**src/sv/tsc_pkg.sv**
```systemverilog
// Shared widths, constants, stage bus type and accumulate helper for the sine/cosine core.
`default_nettype none
package tsc_pkg;

   localparam int ANGLE_W = 26;
   localparam int TERMS_W = 4;
   localparam int OUT_W   = 32;
   localparam int R_W     = 28;
   localparam int E_W     = 36;
   localparam int ACC_W   = 40;
   localparam int LAST_W  = 6;
   localparam int FRAC_W  = 24;
   localparam int DIG_W   = 20;
   localparam int QH_W    = E_W - DIG_W;
   localparam int C_W     = 33;
   localparam int REM_W   = 6;

   localparam logic [63:0] PI_Q60 = 64'h3243F6A8885A308D;
   localparam logic [C_W-1:0] DEG2RAD_Q38 =
      C_W'(((((PI_Q60 >> 21) + 64'd1) >> 1) + 64'd90) / 64'd180);

   localparam logic [1:0] PH_COS_ADD = 2'd0;
   localparam logic [1:0] PH_SIN_ADD = 2'd1;
   localparam logic [1:0] PH_COS_SUB = 2'd2;
   localparam logic [1:0] PH_SIN_SUB = 2'd3;

   localparam logic signed [OUT_W-1:0] OUT_MAX = {1'b0, {(OUT_W-1){1'b1}}};
   localparam logic signed [OUT_W-1:0] OUT_MIN = {1'b1, {(OUT_W-1){1'b0}}};

   typedef struct packed {
      logic                    valid;
      logic                    neg;
      logic [LAST_W-1:0]       last;
      logic [R_W-1:0]          r;
      logic signed [ACC_W-1:0] sin_acc;
      logic signed [ACC_W-1:0] cos_acc;
      logic [E_W-1:0]          e;
   } tsc_bus_type;

   typedef struct packed {
      logic signed [ACC_W-1:0] sin_acc;
      logic signed [ACC_W-1:0] cos_acc;
   } tsc_acc_type;

   function automatic tsc_acc_type tsc_acc_step(input tsc_bus_type b, input logic [1:0] phase,
                                                input logic take);
      tsc_acc_type             res;
      logic signed [ACC_W-1:0] ev;
      ev = ACC_W'(b.e);
      res.sin_acc = b.sin_acc;
      res.cos_acc = b.cos_acc;
      if (take) begin
         unique case (phase)
            PH_COS_ADD: res.cos_acc = b.cos_acc + ev;
            PH_SIN_ADD: res.sin_acc = b.sin_acc + ev;
            PH_COS_SUB: res.cos_acc = b.cos_acc - ev;
            PH_SIN_SUB: res.sin_acc = b.sin_acc - ev;
            default:    res.sin_acc = b.sin_acc;
         endcase
      end
      return res;
   endfunction

endpackage
`default_nettype wire

```
**src/sv/tsc_back.sv**
```systemverilog
// Back end: add the last term, apply the angle sign, saturate and hold the result.
`default_nettype none
module tsc_back import tsc_pkg::*; #(
   parameter int KLAST = 25
) (
   input  wire logic               clock,
   input  wire logic               reset,
   input  wire logic               enable,
   input  tsc_bus_type             bus_in,
   output logic                    out_valid,
   output logic signed [OUT_W-1:0] sine_value,
   output logic signed [OUT_W-1:0] cosine_value,
   output logic                    saturated
);

   localparam logic [LAST_W-1:0] KL = LAST_W'(KLAST);
   localparam logic [1:0] PHASE = 2'(KLAST);
   localparam logic signed [ACC_W-1:0] WMAX = ACC_W'(OUT_MAX);
   localparam logic signed [ACC_W-1:0] WMIN = ACC_W'(OUT_MIN);

   tsc_acc_type acc, z_ff;
   logic        zv_ff, zneg_ff;
   logic signed [ACC_W-1:0] sinv;
   logic signed [OUT_W-1:0] sin_in, cos_in;
   logic        sat_in;
   logic        v_ff;
   logic signed [OUT_W-1:0] sin_ff, cos_ff;
   logic        sat_ff;

   always_comb begin
      acc = tsc_acc_step(bus_in, PHASE, bus_in.last >= KL);
   end

   always_comb begin
      sinv   = zneg_ff ? -z_ff.sin_acc : z_ff.sin_acc;
      sat_in = 1'b0;
      if (sinv > WMAX) begin
         sin_in = OUT_MAX;
         sat_in = 1'b1;
      end else if (sinv < WMIN) begin
         sin_in = OUT_MIN;
         sat_in = 1'b1;
      end else begin
         sin_in = OUT_W'(sinv);
      end
      if (z_ff.cos_acc > WMAX) begin
         cos_in = OUT_MAX;
         sat_in = 1'b1;
      end else if (z_ff.cos_acc < WMIN) begin
         cos_in = OUT_MIN;
         sat_in = 1'b1;
      end else begin
         cos_in = OUT_W'(z_ff.cos_acc);
      end
   end

   always_ff @(posedge clock) begin
      if (reset) begin
         zv_ff <= 1'b0;
         v_ff  <= 1'b0;
      end else if (enable) begin
         zv_ff <= bus_in.valid;
         v_ff  <= zv_ff;
      end
   end

   always_ff @(posedge clock) begin
      if (enable) begin
         z_ff    <= acc;
         zneg_ff <= bus_in.neg;
         sin_ff  <= sin_in;
         cos_ff  <= cos_in;
         sat_ff  <= sat_in;
      end
   end

   assign out_valid    = v_ff;
   assign sine_value   = sin_ff;
   assign cosine_value = cos_ff;
   assign saturated    = sat_ff;

   a_sat_at_rail: assert property (@(posedge clock) disable iff (reset)
      (v_ff && sat_ff) |-> (sin_ff == OUT_MAX || sin_ff == OUT_MIN ||
                            cos_ff == OUT_MAX || cos_ff == OUT_MIN))
      else $error("saturation flag without a clipped value");

endmodule
`default_nettype wire

```
**config.mk**
```make
export PLATFORM = sky130hd
export DESIGN_NAME = tsc_back
export DESIGN_NICKNAME = d
export VERILOG_FILES = /design/src/sv/tsc_pkg.sv /design/src/sv/tsc_back.sv
export SDC_FILE = /design/constraint.sdc
export NUM_CORES = 1
export LEC_CHECK = 0
export BUFFER_PORTS_ARGS = -buffer_cell sky130_fd_sc_hd__buf_2
export CAP_MARGIN = 0
export CORE_MARGIN = 2
export CORE_UTILIZATION = 35
export DETAILED_ROUTE_END_ITERATION = 10
export GPL_ROUTABILITY_DRIVEN = 1
export SYNTH_ARGS = -nofsm -noshare
export SYNTH_HDL_FRONTEND = slang
export SYNTH_SLANG_ARGS = --single-unit
```
**constraint.sdc**
```tcl
create_clock -name clock -period 3.7 [get_ports clock]
set_clock_uncertainty 0.15 [all_clocks]
set_input_delay 0.185 -clock clock [delete_from_list [all_inputs] [get_ports clock]]
set_output_delay 0.185 -clock clock [all_outputs]
set_load 0.02 [all_outputs]
```
; ---- After elaboration in Yosys (flattened, before gate mapping)
; Index checks and enable logic that the tools add are counted.
[op_classes]
add_sub_neg = 2
multipliers = 0
div_mod_pow = 0
magnitude_cmp = 5
n_eq_ne = 0
n_shift = 0
mux = 5
bitwise = 0
reduce_logical = 1
[ops]
columns = cell, count
row1 = $gt A40 B32 Y1 const B, 2
row2 = $lt A40 B32 Y1 const B, 2
row3 = $mux W40, 2
row4 = $mux W32, 2
row5 = $add A40 B37 Y40, 1
row6 = $neg A40 Y40, 1
row7 = $ge A6 B5 Y1 const B, 1
row8 = $reduce_or A3 Y1, 1
row9 = $mux W1, 1
[word_totals]
ff_bits = 148
latchBits = 0
ram_bits = 0
rom_bits = 0
inputBits = 155
output_inout_bits = 66
n_memories = 0

; ---- Logic depth before layout (Yosys ltp)
[depth]
word_depth = 4
ltp_mapped = 12
mapped_depth_nobuf = 12

; ---- Least setup slack after synthesis
; Ideal clock, no wire load.
[synth_path]
path_kind = register to register
start = register z_ff[59] (netlist bit)
end = register sat_ff (netlist: saturated), data pin
setup_time_ns = 0.266
t_arrival_ns = 3.232
required_time_ns = 3.284
slack_ns = 0.052
stages_incl_launch_ff = 10
cell_sequence = edfxtp_1 -> or4_4 -> or4_1 -> or3_4 -> or3_4 -> o31ai_2 -> xnor2_1 -> nand2_1 -> o41a_1 -> or3b_1
[synth_via]
elab_chain_cells = 4
[synth_lines]
columns = element, line
row1 = "start, declared", tsc_back.sv:21  ; tsc_acc_type acc, z_ff;
row2 = "start signal, assigned", tsc_back.sv:69  ; z_ff <= acc;
row3 = $neg A40 Y40, tsc_back.sv:35  ; sinv = zneg_ff ? -z_ff.sin_acc : z_ff.sin_acc;
row4 = $mux W40 (*), tsc_back.sv:35
row5 = $gt A40 B32 Y1 or $lt A40 B32 Y1 (tied branches), "tsc_back.sv:37, tsc_back.sv:40"
row6 = $reduce_or A3 Y1 (no source line) or $mux W1 (tied branches), n/a
row7 = "end signal, assigned", tsc_back.sv:73  ; sat_ff <= sat_in;
row8 = "end, declared", tsc_back.sv:28  ; logic sat_ff;
; Mark *: on every way between the ends. The rest lies on a longest branch, timed or not.
; A chain may end at the register's enable or synchronous reset.

; ---- Worst setup path in the final report
; Same ends and word-level chain as after synthesis.

==> reports/qor_table.md <==
| Step | Quantity | Value |
|:---|:---|:---|
| pwr | Pint | 3.53 mW |
| cells and area | Most used cells in the layout excluding fill and tap cells | 191 x sky130_fd_sc_hd__buf_2, 146 x sky130_fd_sc_hd__edfxtp_1, 89 x sky130_fd_sc_hd__o21ai_0 |
| setup path | Crit-path cells | or4_4 -> or4_4 -> or3_4 -> or3_4 -> o31ai_4 -> xnor2_2 -> nand2_1 -> o41a_1 -> or3b_1 |
| cts | H-tree level count | 4 |
| pwr | Worst vdd rail ir drop | 0.290 mV |
| pwr | NetSw | 1.36 mW |
| synthesis | Predominant post-synthesis flop cell | sky130_fd_sc_hd__edfxtp_1 |
| drt | DRC viols | 0 |
| cells and area | Register Area | 0.00442 mm² |
| pwr | Gate power share | 21.8% |
| job | # Max-Cap Violations | 0 |
| sta | Shortest clock period the worst path allows after layout | 3.65 ns |
| floorplanning | Initial cell density of the core | 35.3% |
| synthesis | Post-synth net total | 922 |
| synthesis | Sequential fraction of the synthesis area | 53.9% |
| global route | Wire length of the first global-routing pass | 30200 µm |
| drt | Post-route ant nets | 0 |
| place | Input/output buffers | 192 |
| global route | Via count of the first global-routing pass | 6151 |
| drt | Total wire length after detailed routing | 19500 µm |
| global route | Grt ovf | 0 |
| cts | Register clock-pin slew on the reported worst setup and hold paths | 0.06 ns |
| synthesis | Post-synthesis instance total | 729 |
| setup path | Count of buffering cells on the critical path with inverters included | 0 |
| drt | Via count normalized by instance count | 4.87 |
| pwr | Proportion of power drawn by flip-flops and latches | 44.5% |
| synthesis | Cell variety after synth | 60 |
| sta | Total count of max-transition violations in the final report | 0 |
| global route | Antenna violations before repair | 1 |
| cells and area | Layout cell share with drive strength beyond 1 | 26.1% |
| cells and area | Multi-input logic area | 0.00369 mm² |
| cts | Buffer cell driving the clock tree root | sky130_fd_sc_hd__clkbuf_16 |
| sta | RSZ-0062 raised after global routing | yes |
| synthesis | Post-synth ARST share | 0% |
| hold path | Min-Delay Path Class | in -> reg |
| cells and area | Final cell utilization of the core | 47.8% |
| setup path | CP endpoint kind | flip-flop |
| sta | Tightest Pin Transition | 0.942 ns |
| drt | Detail-routed net length per standard cell | 14.4 µm |
| synthesis | Synth Warn # | 0 |
| floorplanning | Row cnt | 56 |
| cts | Worst-case clock buffer depth | 2 |
| drt | Number of detailed-routing iterations run before antenna repair | 4 |
| sta | Final Hold Violating Endpoints | 0 |
| floorplanning | Y dimension of the die | 157 µm |
| setup path | Maximum fanout count along the critical path | 3 |
| place | Global placer's final weighted congestion | 0.855 |
| cts | CTS buffer count | 17 |
| sta | Worst slew margin relative to its limit | 37.2% |
| sta | Peak Freq | 0.274 GHz |
| pwr | Clock network fraction of total power | 33.6% |
| cts | Num Clock Sinks | 148 |
| synthesis | Synthesized area | 0.00820 mm² |
| setup path | Arrival time at the worst endpoint | 3.66 ns |
| synthesis | Synthesized area per cell | 11.3 µm² |
| place | Sum of net half-perimeters after detailed placement | 13900 µm |
| synthesis | Post-synth EDFFs | 146 |
| floorplanning | Die outline width | 157 µm |
| pwr | Total leakage power | 4.52 nW |
| floorplanning | Number of primary I/O pins | 221 |
| cells and area | Area growth from synthesis to layout | 35.6% |
| setup path | Highest cell delay on the worst timing path | 0.55 ns |
| global route | Pin count of the biggest net entering global routing | 103 |
| setup path | Standard cell with the maximum stage delay on the critical path | sky130_fd_sc_hd__or4_4 |
| drt | Iter 0 DRT Violations | 303 |
| pwr | Post-layout power | 4.89 mW |
| outcome | Outcome | finished clean |
| pwr | Pwr Density | 439 mW/mm² |
| cells and area | Leading cell type in the layout, fill and taps excluded | sky130_fd_sc_hd__buf_2 |
| sta | Number of endpoints failing setup at the final stage | 0 |
| sta | Crit share post-route | 98.6% |
| sta | Post-Route Hold Slack | 0.0757 ns |
| global route | Total GRT Usage | 15.6% |
| setup path | Kind of start point of the critical path | flip-flop |
| cts | Clock tree from TritonCTS | built |
| cts | Clock network latency to the later pin of the worst-skew pair | 0.42 ns |
| drt | Total via count in the routed design | 6559 |
| setup path | Critical path's top delay family | simple AND/OR/NAND/NOR gates |
| floorplanning | Die footprint | 0.0247 mm² |
| floorplanning | Core region area | 0.0233 mm² |
| synthesis | Seq cells post-synth | 148 |
| cells and area | Total of fill cells in the finished design | 2165 |
| setup path | Data required time at the worst endpoint | 3.72 ns |
| pwr | Switch share | 27.7% |
| cells and area | Number of nets in the finished design | 1208 |
| setup path | Critical path class | reg -> reg |
flip-flops by register name (all words and copies together) (netlist names):
| signal | flops |
|---|---|
| z_ff | 80 |
| sine_value | 32 |
| cosine_value | 32 |
| zneg_ff | 1 |
| zv_ff | 1 |
| saturated | 1 |
| out_valid | 1 |
tightest hold or removal path, cell delays in order:
cell	delay, ns
sky130_fd_sc_hd__buf_2	0.08
sky130_fd_sc_hd__ha_1	0.13
sky130_fd_sc_hd__mux2_2	0.15
cells by family after synthesis:
| kind of cell | share of synthesized area [%] |
|---|---|
| AOI/OAI and AO/OA | 18.9 |
| xor gates and xnor gates | 7.26 |
| adders and majority gates | 5.89 |
| buffers and inverters | 2.10 |
| DFF | 53.9 |
| muxes | 0.900 |
| and+or+nand+nor | 11.0 |
final timing paths:
kind,start,end,slack [ns],cells after the start
worst max register to register,z_ff[59],saturated,0.05,9
worst min register to register,z_ff[6],cosine_value[6],0.37,1
worst max-delay path,z_ff[59],saturated,0.05,9
worst min-delay path,bus_in[0],z_ff[40],0.08,3
synth_stat cells, types with 3 or more instances:
master / n / area (µm²)
sky130_fd_sc_hd__a31oi_1: 3 / 18.8
sky130_fd_sc_hd__o21a_1: 7 / 52.6
sky130_fd_sc_hd__o31a_1: 4 / 35.0
sky130_fd_sc_hd__mux2i_1: 4 / 40.0
sky130_fd_sc_hd__nand4_1: 8 / 50.1
sky130_fd_sc_hd__nor3b_1: 4 / 30.0
sky130_fd_sc_hd__clkbuf_1: 29 / 109
sky130_fd_sc_hd__nand2b_1: 3 / 18.8
sky130_fd_sc_hd__and2_1: 5 / 31.3
sky130_fd_sc_hd__nor2_1: 31 / 116
sky130_fd_sc_hd__nand3_1: 5 / 25.0
sky130_fd_sc_hd__mux2_2: 3 / 33.8
sky130_fd_sc_hd__nand2_1: 70 / 263
sky130_fd_sc_hd__o21ai_0: 90 / 450
sky130_fd_sc_hd__o41ai_1: 3 / 26.3
sky130_fd_sc_hd__xor2_1: 51 / 447
sky130_fd_sc_hd__and3_1: 6 / 37.5
sky130_fd_sc_hd__xnor2_1: 17 / 149
sky130_fd_sc_hd__nor3_1: 12 / 60.1
sky130_fd_sc_hd__o21bai_1: 3 / 22.5
sky130_fd_sc_hd__a21o_1: 49 / 368
sky130_fd_sc_hd__ha_1: 37 / 463
sky130_fd_sc_hd__or3_1: 9 / 56.3
sky130_fd_sc_hd__edfxtp_1: 146 / 4380
sky130_fd_sc_hd__buf_2: 3 / 15.0
sky130_fd_sc_hd__a211oi_1: 9 / 67.6
sky130_fd_sc_hd__o211ai_1: 4 / 30.0
sky130_fd_sc_hd__inv_1: 13 / 48.8
sky130_fd_sc_hd__a21oi_1: 31 / 155
sky130_fd_sc_hd__o31ai_1: 19 / 143
sky130_fd_sc_hd__nor4_1: 6 / 37.5
sky130_fd_sc_hd__or4_1: 6 / 45.0
sky130_fd_sc_hd__nor2b_1: 5 / 31.3
cell type report:
class                      instances  share of cell area (%)
sequential                       148                    39.8
multi-input combinational        536                    33.2
timing repair buffer             299                    17.9
clock buffer                      17                    3.82
tap                              319                    3.59
clock inverter                    15                    1.26
inverter                          13                   0.439
antenna                            1                  0.0225
power groups by stage:
stage	clock network (mW)	registers, mW	logic [mW]
after floorplan	0	2.30	0.533
after global placement	0	2.21	0.978
after detailed placement	0	2.21	0.983
after CTS	1.69	2.18	1.06
after global routing	1.76	2.20	1.19
final	1.64	2.18	1.07
through the flow:
| step | cells | setup TNS, ns | cell area (µm²) | setup WS, ns |
|---|---|---|---|---|
| 2_1_floorplan | 729 | 0 | 8200 | 0.0521 |
| 3_3_place_gp | 1230 | 0 | 9650 | 0.0704 |
| 3_5_place_dp | 1230 | 0 | 9650 | 0.0593 |
| 4_1_cts | 1344 | 0 | 11000 | 0.0486 |
| 5_1_grt | 1348 | -0.353 | 11100 | -0.0598 |
| 6_report | 1348 | 0 | 11100 | 0.0519 |
metal layers:
metal	up-vias	part of all wire, %	GRT usage [%]
met5	-	0	0
met4	0	1.9	5.93
met3	25	4.5	3.25
met2	187	48	26.1
met1	2998	46	20.0
li1	3349	-	-
repair_timing:
action	4_1_cts	5_1_grt
setup endpoints to repair	0	33
buffers inserted	0	3
hold buffers	82	0
resized for setup	0	13
hold endpoints to repair	82	0
No activity file was read; power rests on OpenSTA's default activity.
