`src/sv/tsc_pkg.sv`:
```
// Shared widths, constants, stage bus type and accumulate helper for the sine/cosine core.
`default_nettype none
package tsc_pkg;

   localparam int ANGLE_W = 26;
   localparam int TERMS_W = 4;
   localparam int OUT_W   = 32;
   localparam int R_W     = 28;
   localparam int E_W     = 36;
   localparam int ACC_W   = 40;
   localparam int LAST_W  = 6;
   localparam int FRAC_W  = 24;
   localparam int DIG_W   = 20;
   localparam int QH_W    = E_W - DIG_W;
   localparam int C_W     = 33;
   localparam int REM_W   = 6;

   localparam logic [63:0] PI_Q60 = 64'h3243F6A8885A308D;
   localparam logic [C_W-1:0] DEG2RAD_Q38 =
      C_W'(((((PI_Q60 >> 21) + 64'd1) >> 1) + 64'd90) / 64'd180);

   localparam logic [1:0] PH_COS_ADD = 2'd0;
   localparam logic [1:0] PH_SIN_ADD = 2'd1;
   localparam logic [1:0] PH_COS_SUB = 2'd2;
   localparam logic [1:0] PH_SIN_SUB = 2'd3;

   localparam logic signed [OUT_W-1:0] OUT_MAX = {1'b0, {(OUT_W-1){1'b1}}};
   localparam logic signed [OUT_W-1:0] OUT_MIN = {1'b1, {(OUT_W-1){1'b0}}};

   typedef struct packed {
      logic                    valid;
      logic                    neg;
      logic [LAST_W-1:0]       last;
      logic [R_W-1:0]          r;
      logic signed [ACC_W-1:0] sin_acc;
      logic signed [ACC_W-1:0] cos_acc;
      logic [E_W-1:0]          e;
   } tsc_bus_type;

   typedef struct packed {
      logic signed [ACC_W-1:0] sin_acc;
      logic signed [ACC_W-1:0] cos_acc;
   } tsc_acc_type;

   function automatic tsc_acc_type tsc_acc_step(input tsc_bus_type b, input logic [1:0] phase,
                                                input logic take);
      tsc_acc_type             res;
      logic signed [ACC_W-1:0] ev;
      ev = ACC_W'(b.e);
      res.sin_acc = b.sin_acc;
      res.cos_acc = b.cos_acc;
      if (take) begin
         unique case (phase)
            PH_COS_ADD: res.cos_acc = b.cos_acc + ev;
            PH_SIN_ADD: res.sin_acc = b.sin_acc + ev;
            PH_COS_SUB: res.cos_acc = b.cos_acc - ev;
            PH_SIN_SUB: res.sin_acc = b.sin_acc - ev;
            default:    res.sin_acc = b.sin_acc;
         endcase
      end
      return res;
   endfunction

endpackage
`default_nettype wire

```
`src/sv/tsc_term.sv`:
```
// One series term: accumulate the previous term, then form the next over five stages.
`default_nettype none
module tsc_term import tsc_pkg::*; #(
   parameter int K = 1
) (
   input  wire logic  clock,
   input  wire logic  reset,
   input  wire logic  enable,
   input  tsc_bus_type bus_in,
   output tsc_bus_type bus_out
);

   localparam int PM_W = 2 * R_W - 10;
   localparam int T_W  = 2 * DIG_W;
   localparam int CP_W = DIG_W + C_W;
   localparam int EP_W = DIG_W + REM_W + C_W;
   localparam logic [LAST_W-1:0] PREV = LAST_W'(K - 1);
   localparam logic [1:0] PHASE = 2'(K - 1);
   localparam logic [C_W-1:0] M = C_W'(((64'd1 << 32) + 64'(K) - 64'd1) / 64'(K));
   localparam logic [63:0] HALF = 64'(K) << (FRAC_W - 1);

   tsc_bus_type a_ff, a_in, b_ff, c_ff, d_ff, e_ff, e_in;
   tsc_acc_type acc;
   logic [PM_W-1:0]  plo_ff, plo_in, phi_ff, phi_in;
   logic [63:0]      psum;
   logic [T_W-1:0]   t_ff, t_in;
   logic [CP_W-1:0]  c_prod;
   logic [DIG_W-1:0] qh_ff, qh_in, ca_ff, cb_ff, dqh_ff;
   logic [DIG_W-1:0] rem;
   logic [DIG_W+REM_W-1:0] x_ff, x_in;
   logic [EP_W-1:0]  e_prod;

   always_comb begin
      acc          = tsc_acc_step(bus_in, PHASE, bus_in.last >= PREV);
      a_in         = bus_in;
      a_in.sin_acc = acc.sin_acc;
      a_in.cos_acc = acc.cos_acc;
      plo_in       = PM_W'(bus_in.e[17:0]) * PM_W'(bus_in.r);
      phi_in       = PM_W'(bus_in.e[E_W-1:18]) * PM_W'(bus_in.r);
   end

   always_comb begin
      psum = {phi_ff, 18'b0} + 64'(plo_ff) + HALF;
      t_in = psum[63:FRAC_W];
   end

   always_comb begin
      c_prod = CP_W'(t_ff[T_W-1:DIG_W]) * CP_W'(M);
      qh_in  = c_prod[32 +: DIG_W];
   end

   always_comb begin
      rem  = ca_ff - DIG_W'(qh_ff * DIG_W'(K));
      x_in = {rem[REM_W-1:0], cb_ff};
   end

   always_comb begin
      e_prod = EP_W'(x_ff) * EP_W'(M);
      e_in   = d_ff;
      e_in.e = {dqh_ff[QH_W-1:0], e_prod[32 +: DIG_W]};
   end

   always_ff @(posedge clock) begin
      if (reset) begin
         a_ff.valid <= 1'b0;
         b_ff.valid <= 1'b0;
         c_ff.valid <= 1'b0;
         d_ff.valid <= 1'b0;
         e_ff.valid <= 1'b0;
      end else if (enable) begin
         a_ff.valid <= a_in.valid;
         b_ff.valid <= a_ff.valid;
         c_ff.valid <= b_ff.valid;
         d_ff.valid <= c_ff.valid;
         e_ff.valid <= e_in.valid;
      end
      if (enable) begin
         a_ff.neg <= a_in.neg;  a_ff.last <= a_in.last;  a_ff.r <= a_in.r;
         a_ff.sin_acc <= a_in.sin_acc;  a_ff.cos_acc <= a_in.cos_acc;  a_ff.e <= a_in.e;
         b_ff.neg <= a_ff.neg;  b_ff.last <= a_ff.last;  b_ff.r <= a_ff.r;
         b_ff.sin_acc <= a_ff.sin_acc;  b_ff.cos_acc <= a_ff.cos_acc;  b_ff.e <= a_ff.e;
         c_ff.neg <= b_ff.neg;  c_ff.last <= b_ff.last;  c_ff.r <= b_ff.r;
         c_ff.sin_acc <= b_ff.sin_acc;  c_ff.cos_acc <= b_ff.cos_acc;  c_ff.e <= b_ff.e;
         d_ff.neg <= c_ff.neg;  d_ff.last <= c_ff.last;  d_ff.r <= c_ff.r;
         d_ff.sin_acc <= c_ff.sin_acc;  d_ff.cos_acc <= c_ff.cos_acc;  d_ff.e <= c_ff.e;
         e_ff.neg <= e_in.neg;  e_ff.last <= e_in.last;  e_ff.r <= e_in.r;
         e_ff.sin_acc <= e_in.sin_acc;  e_ff.cos_acc <= e_in.cos_acc;  e_ff.e <= e_in.e;
         plo_ff <= plo_in;
         phi_ff <= phi_in;
         t_ff   <= t_in;
         qh_ff  <= qh_in;
         ca_ff  <= t_ff[T_W-1:DIG_W];
         cb_ff  <= t_ff[DIG_W-1:0];
         x_ff   <= x_in;
         dqh_ff <= qh_ff;
      end
   end

   assign bus_out = e_ff;

   a_rem_below_k: assert property (@(posedge clock) disable iff (reset)
      c_ff.valid |-> (rem < DIG_W'(K)))
      else $error("term remainder not below divisor");

   a_term_fits: assert property (@(posedge clock) disable iff (reset)
      d_ff.valid |-> (dqh_ff[DIG_W-1:QH_W] == '0))
      else $error("term magnitude exceeds its register");

endmodule
`default_nettype wire

```
`config.mk`:
```
export PLATFORM = sky130hd
export DESIGN_NAME = tsc_term
export DESIGN_NICKNAME = d
export VERILOG_FILES = /design/src/sv/tsc_pkg.sv /design/src/sv/tsc_term.sv
export SDC_FILE = /design/constraint.sdc
export NUM_CORES = 2
export LEC_CHECK = 0
export ABC_AREA = 0
export BUFFER_PORTS_ARGS = -buffer_cell sky130_fd_sc_hd__buf_2
export CAP_MARGIN = 5
export CORE_MARGIN = 1
export CORE_UTILIZATION = 57
export CTS_CLUSTER_SIZE = 10
export DETAILED_ROUTE_END_ITERATION = 16
export PLACE_DENSITY = 0.76
export SETUP_SLACK_MARGIN = 0.02
export SLEW_MARGIN = 30
export SYNTH_ARGS = -nofsm -noshare
export SYNTH_HDL_FRONTEND = slang
export SYNTH_SLANG_ARGS = --single-unit
```
`constraint.sdc`:
```
create_clock -name clock -period 6.9 [get_ports clock]
set_input_delay 0.69 -clock clock [delete_from_list [all_inputs] [get_ports clock]]
set_output_delay 0.69 -clock clock [all_outputs]
set_load 0.02 [all_outputs]
```
# Word level (Yosys, flattened, before mapping)
# Cells that the tools add are included.
# W data, S select, Z words.
dict set report word_totals {
  reg_bits 812
  out_inout_bits 152
  word_cells 45
}
dict set report classes {
  n_mul 2
  magnitude_cmp 1
  add_sub_neg 3
  n_mux 1
}
# op count
set ops {}
lappend ops {{$add A60 B24 Y60 const B} 1}
lappend ops {{$add A60 B46 Y60} 1}
lappend ops {{$mul A18 B28 Y46} 1}
lappend ops {{$mul A18 B28 Y42} 1}
lappend ops {{$add A40 B37 Y40} 1}
lappend ops {{$mux W40} 1}
lappend ops {{$ge A6 B1 Y1 const B} 1}

# Depth between registers and ports, before layout
dict set report logic_depth {
  ltp_word 2
  mapped_depth 26
}

# Worst setup path after synthesis
# No wires, ideal clock.
dict set report synth_timing {
  kind {input to register}
  start {input port bus_in[9] in the netlist's numbering}
  end {register plo_ff[42], data pin}
  required_ps 6642
  n_path_buf 3
  stages 24
  arrival_ps 6700
  setup_slack_ps -59
  cell_sequence {clkbuf_1 -> clkbuf_1 -> nand2_1 -> fa_1 -> inv_1 -> fa_1 -> fa_1 -> fa_1 -> fa_1 -> inv_1 -> fa_1 -> inv_1 -> ha_1 -> buf_6 -> a21o_1 -> a21o_1 -> a221oi_2 -> o211ai_1 -> nor3_4 -> o31ai_2 -> and3_4 -> or3_1 -> a211oi_1 -> nor2_1}
}
dict set report synth_via {
  elab_chain_len 1
}
# element line
set synth_rtl {}
lappend synth_rtl {{start, declared} tsc_term.sv:9} ;# input tsc_bus_type bus_in,
lappend synth_rtl {{$mul A18 B28 Y46} tsc_term.sv:38} ;# plo_in = PM_W'(bus_in.e[17:0]) * PM_W'(bus_in.r);
lappend synth_rtl {{net plo_in[42]} tsc_term.sv:24} ;# logic [PM_W-1:0] plo_ff, plo_in, phi_ff, phi_in;
lappend synth_rtl {{end signal, assigned} tsc_term.sv:88} ;# plo_ff <= plo_in;
lappend synth_rtl {{end, declared} tsc_term.sv:24}
# The timed path passes the listed nets, and every way through them passes these cells.
# A chain may end at the register's enable or synchronous reset.

# Final worst setup path
dict set report layout_timing {
  start {input port bus_in[22] in the netlist's numbering}
  end {register phi_ff[41], data pin}
}
dict set report layout_via {
  elab_chain_len 1
}
# element line
set layout_rtl {}
lappend layout_rtl {{$mul A18 B28 Y42} tsc_term.sv:39} ;# phi_in = PM_W'(bus_in.e[E_W-1:18]) * PM_W'(bus_in.r);
lappend layout_rtl {{net phi_in[41]} tsc_term.sv:24}
lappend layout_rtl {{end signal, assigned} tsc_term.sv:89} ;# phi_ff <= phi_in;
lappend layout_rtl {{end, declared} tsc_term.sv:24}
# The timed path passes the listed nets, and every way through them passes these cells.

==> flow_metrics.py <==
metrics = {
    "outcome": {
        "status": "finished clean",
    },
    "synth": {
        "synth_ff_type": "edfxtp_1",
        "syn_avg_cell_area_um2": 11.9,
        "syn_area_um2": 58000,
        "synth_top_area_share_pct": 40.8,
        "synth_cell_types": 71,
        "synth_commonest_cells": "inv_1, fa_1, edfxtp_1",
        "synthMostInstantiatedCell": "inv_1",
        "ys_ff_latch": 794,
        "async_reset_ff_share_pct": 0,
        "ys_warn_count": 0,
        "yosysSeqAreaShare_pct": 41.0,
        "synth_nets": 6148,
        "synth_edf_count": 789,
        "synth_cells": 4861,
        "synth_top_area_cell": "edfxtp_1",
        "synth.area.top_cells": "edfxtp_1, fa_1, ha_1",
    },
    "min_path": {
        "min-delay-start": "bus_in[96]",
        "hold_depth": 1,
        "hold_class": "primary input to flop",
        "whs_endpoint": "a_ff[96]$_DFFE_PP_",
    },
    "detailed_routing": {
        "wl_per_cell_um": 19.2,
        "avgViaCountPerCell": 5.32,
        "num_vias": 36000,
        "first_pass_iters": 5,
        "drcViolationCount": 0,
        "drtAntennaViolNets": 0,
        "wirelength_mm": 130,
        "drt_iter0_drc": 2451,
    },
    "sta": {
        "maxSlewHeadroom_pct": 23.2,
        "hold_viol_final": 0,
        "max_slew.worst_pin.slew_ns": 1.15,
        "rsz0062_at_grt": "no",
        "finalHoldWorstSlack_ns": 0.173,
        "max_freq_mhz": 150,
        "skew_ns": 0.0436,
        "setup_tns_ns": 0,
        "min_period_ns": 6.67,
        "drv_slew": 0,
        "worst_slack_ns": 0.232,
        "setup_viol": 0,
        "finalCritPeriodShare_pct": 96.6,
    },
    "grt": {
        "first_global_vias": 38400,
        "antenna_found_initial": 18,
        "grt_pass1_wl_mm": 207,
        "grt_usage_pct": 26.1,
        "grt_overflow_total": 0,
        "grt_max_degree": 172,
    },
    "floorplanning": {
        "start_util_pct": 57.8,
        "die_w_um": 321,
        "ios": 307,
        "dieHeight_um": 321,
        "num_rows": 116,
        "die_area_um2": 103000,
        "core-area_um2": 100000,
    },
    "clock_network": {
        "root_buffer": "clkbuf_16",
        "cts_hold_buf": 0,
        "clkTransAtPathRegs_ns": 0.05,
        "numCtsBuffers": 92,
        "clock_path_buffers": 3,
        "clk_latency_ns": 0.69,
        "cts_sinks": 794,
        "h-tree-depth": 3,
        "cts_tree": "done",
    },
    "placed_design": {
        "gp_congestion": 0.933,
        "portBuffers": 306,
        "dp.final_hpwl_mm": 101,
        "placed_cells": 6634,
        "dp_slack_ns": -0.730,
    },
    "job": {
        "drv_cap": 0,
    },
    "final_layout": {
        "fillers": 7464,
        "seq_area_um2": 23800,
        "fin_nets": 6659,
        "final_layout_size_suffix_gt1_share_pct": 14.3,
        "fin_cells": 6762,
        "area_growth_syn_to_layout_pct": 13.8,
        "multiInputGateArea_um2": 29600,
    },
    "setup_path": {
        "ff2ff_setup_slack_ns": 2.96,
        "r2r_cells": 12,
        "path_buf_inv": 7,
        "arrival_ns": 7.07,
        "crit_slowest_cell": "fa_1",
        "cp_common_cell": "fa_1",
        "cp_top_family": "adder cells",
        "crit_start": "bus_in[22]",
        "cp-start-kind": "primary input",
        "crit_required_ns": 7.30,
        "worst-path-max-fanout": 13,
        "max_stage_delay_ns": 0.53,
        "timing.rr.start": "phi_ff[1]$_DFFE_PP_",
        "critPathCaptureType": "flop",
        "criticalPathCategory": "primary input to flop",
        "rr_endpoint": "t_ff[28]$_DFFE_PP_",
        "crit_chain": "buf_2, buf_4, nand2_1, fa_1, inv_1, fa_1, inv_1, fa_1, inv_1, fa_1, fa_1, inv_1, fa_1, inv_1, ha_1, nand4_1, nor3_2, nand2_1, a21oi_2, o21ai_1, a31oi_2, o211ai_1, and3_1, a311o_1",
    },
}
-- cell usage in the layout, fill, tap and decap left out, types with 14 or more instances in the layout --
cell type / count
inv_1: 991
fa_1: 826
edfxtp_1: 789
nand2_1: 699
and2_1: 358
ha_1: 306
buf_4: 305
buf_2: 301
a21oi_1: 98
clkbuf_16: 92
xnor2_1: 85
nor2_1: 78
a21o_1: 51
xor2_1: 43
o21ai_0: 36
buf_12: 34
nand3_1: 25
and3_1: 16
o21a_1: 16
nor3_1: 16
nand4_1: 15
o21bai_1: 15
nor2b_1: 14
a211oi_1: 14
o211ai_1: 14
-- how the worst max path moves through the flow --
stage                           endpoint  slack, ns  cells past startpoint
floorplan           plo_ff[42]$_DFFE_PP_       0.03                     24
global placement    phi_ff[41]$_DFFE_PP_      -0.65                     24
detailed placement  phi_ff[41]$_DFFE_PP_      -0.73                     24
CTS                 phi_ff[41]$_DFFE_PP_       0.05                     24
global route        phi_ff[41]$_DFFE_PP_       0.02                     25
finish              phi_ff[41]$_DFFE_PP_       0.23                     24
-- worst reg2reg max path, stage by stage (launching register included) --
cell and delay (ns):
edfxtp_1 0.43, ha_1 0.21, ha_1 0.29, a41o_1 0.23, a21o_1 0.18, a21oi_1 0.20, o221ai_1 0.26, a21oi_2 0.61
a22oi_2 0.24, a2111o_1 0.53, and4_1 0.26, nand3_1 0.11, xnor2_1 0.09
-- state kept, by name (all words and copies together), names as in the netlist, 20 cells and up --
name and count:
d_ff 116, phi_ff 42, cb_ff 20, bus_out 152, c_ff 116, a_ff 116, b_ff 116, x_ff 20
t_ff 36, plo_ff 28
-- repair_timing --
item / 4_1_cts / 5_1_grt
setup buffers: 0 / 1
setup endpoints to repair: 1 / 3
pin swaps: 0 / 1
gates resized for setup: 1 / 6
-- cells by family after synthesis --
kind of cell | after synthesis | share of synthesized area, %
XOR/XNOR | 128 | 1.93
flip-flops | 794 | 41.0
AO/OA/AOI/OAI | 314 | 3.60
AND/OR/NAND/NOR | 1267 | 10.3
adder cells (fa/ha/maj) | 1132 | 35.1
buffers and inverters | 1219 | 7.92
multiplexers | 7 | 0.121
-- layout make-up --
| cell class | count | area share (%) |
|---|---|---|
| diodes | 7 | 0.0265 |
| clock buffers | 104 | 3.55 |
| clock inverters | 16 | 0.438 |
| inverters | 991 | 5.63 |
| multi-input cells | 2848 | 44.9 |
| flip-flops and latches | 794 | 36.0 |
| well taps | 1357 | 2.57 |
| repair buffers | 645 | 6.85 |
-- per-stage QoR --
stage / util, % / cell area [µm²]
floorplan: - / 58000
global placement: 63.1 / 63300
detailed placement: 63.1 / 63300
CTS: 65.7 / 66000
global route: 65.7 / 66000
finish: 65.7 / 66000
-- per-layer routing --
metal	share of wire [%]	GRT usage [%]
met5	0.062	0
met4	4.1	10.3
met2	50	45.0
met1	38	33.1
met3	6.9	4.28
Power is left out: the tool's default activity adds up to more than one toggle a clock period on the data nets, which glitch-free logic cannot reach.
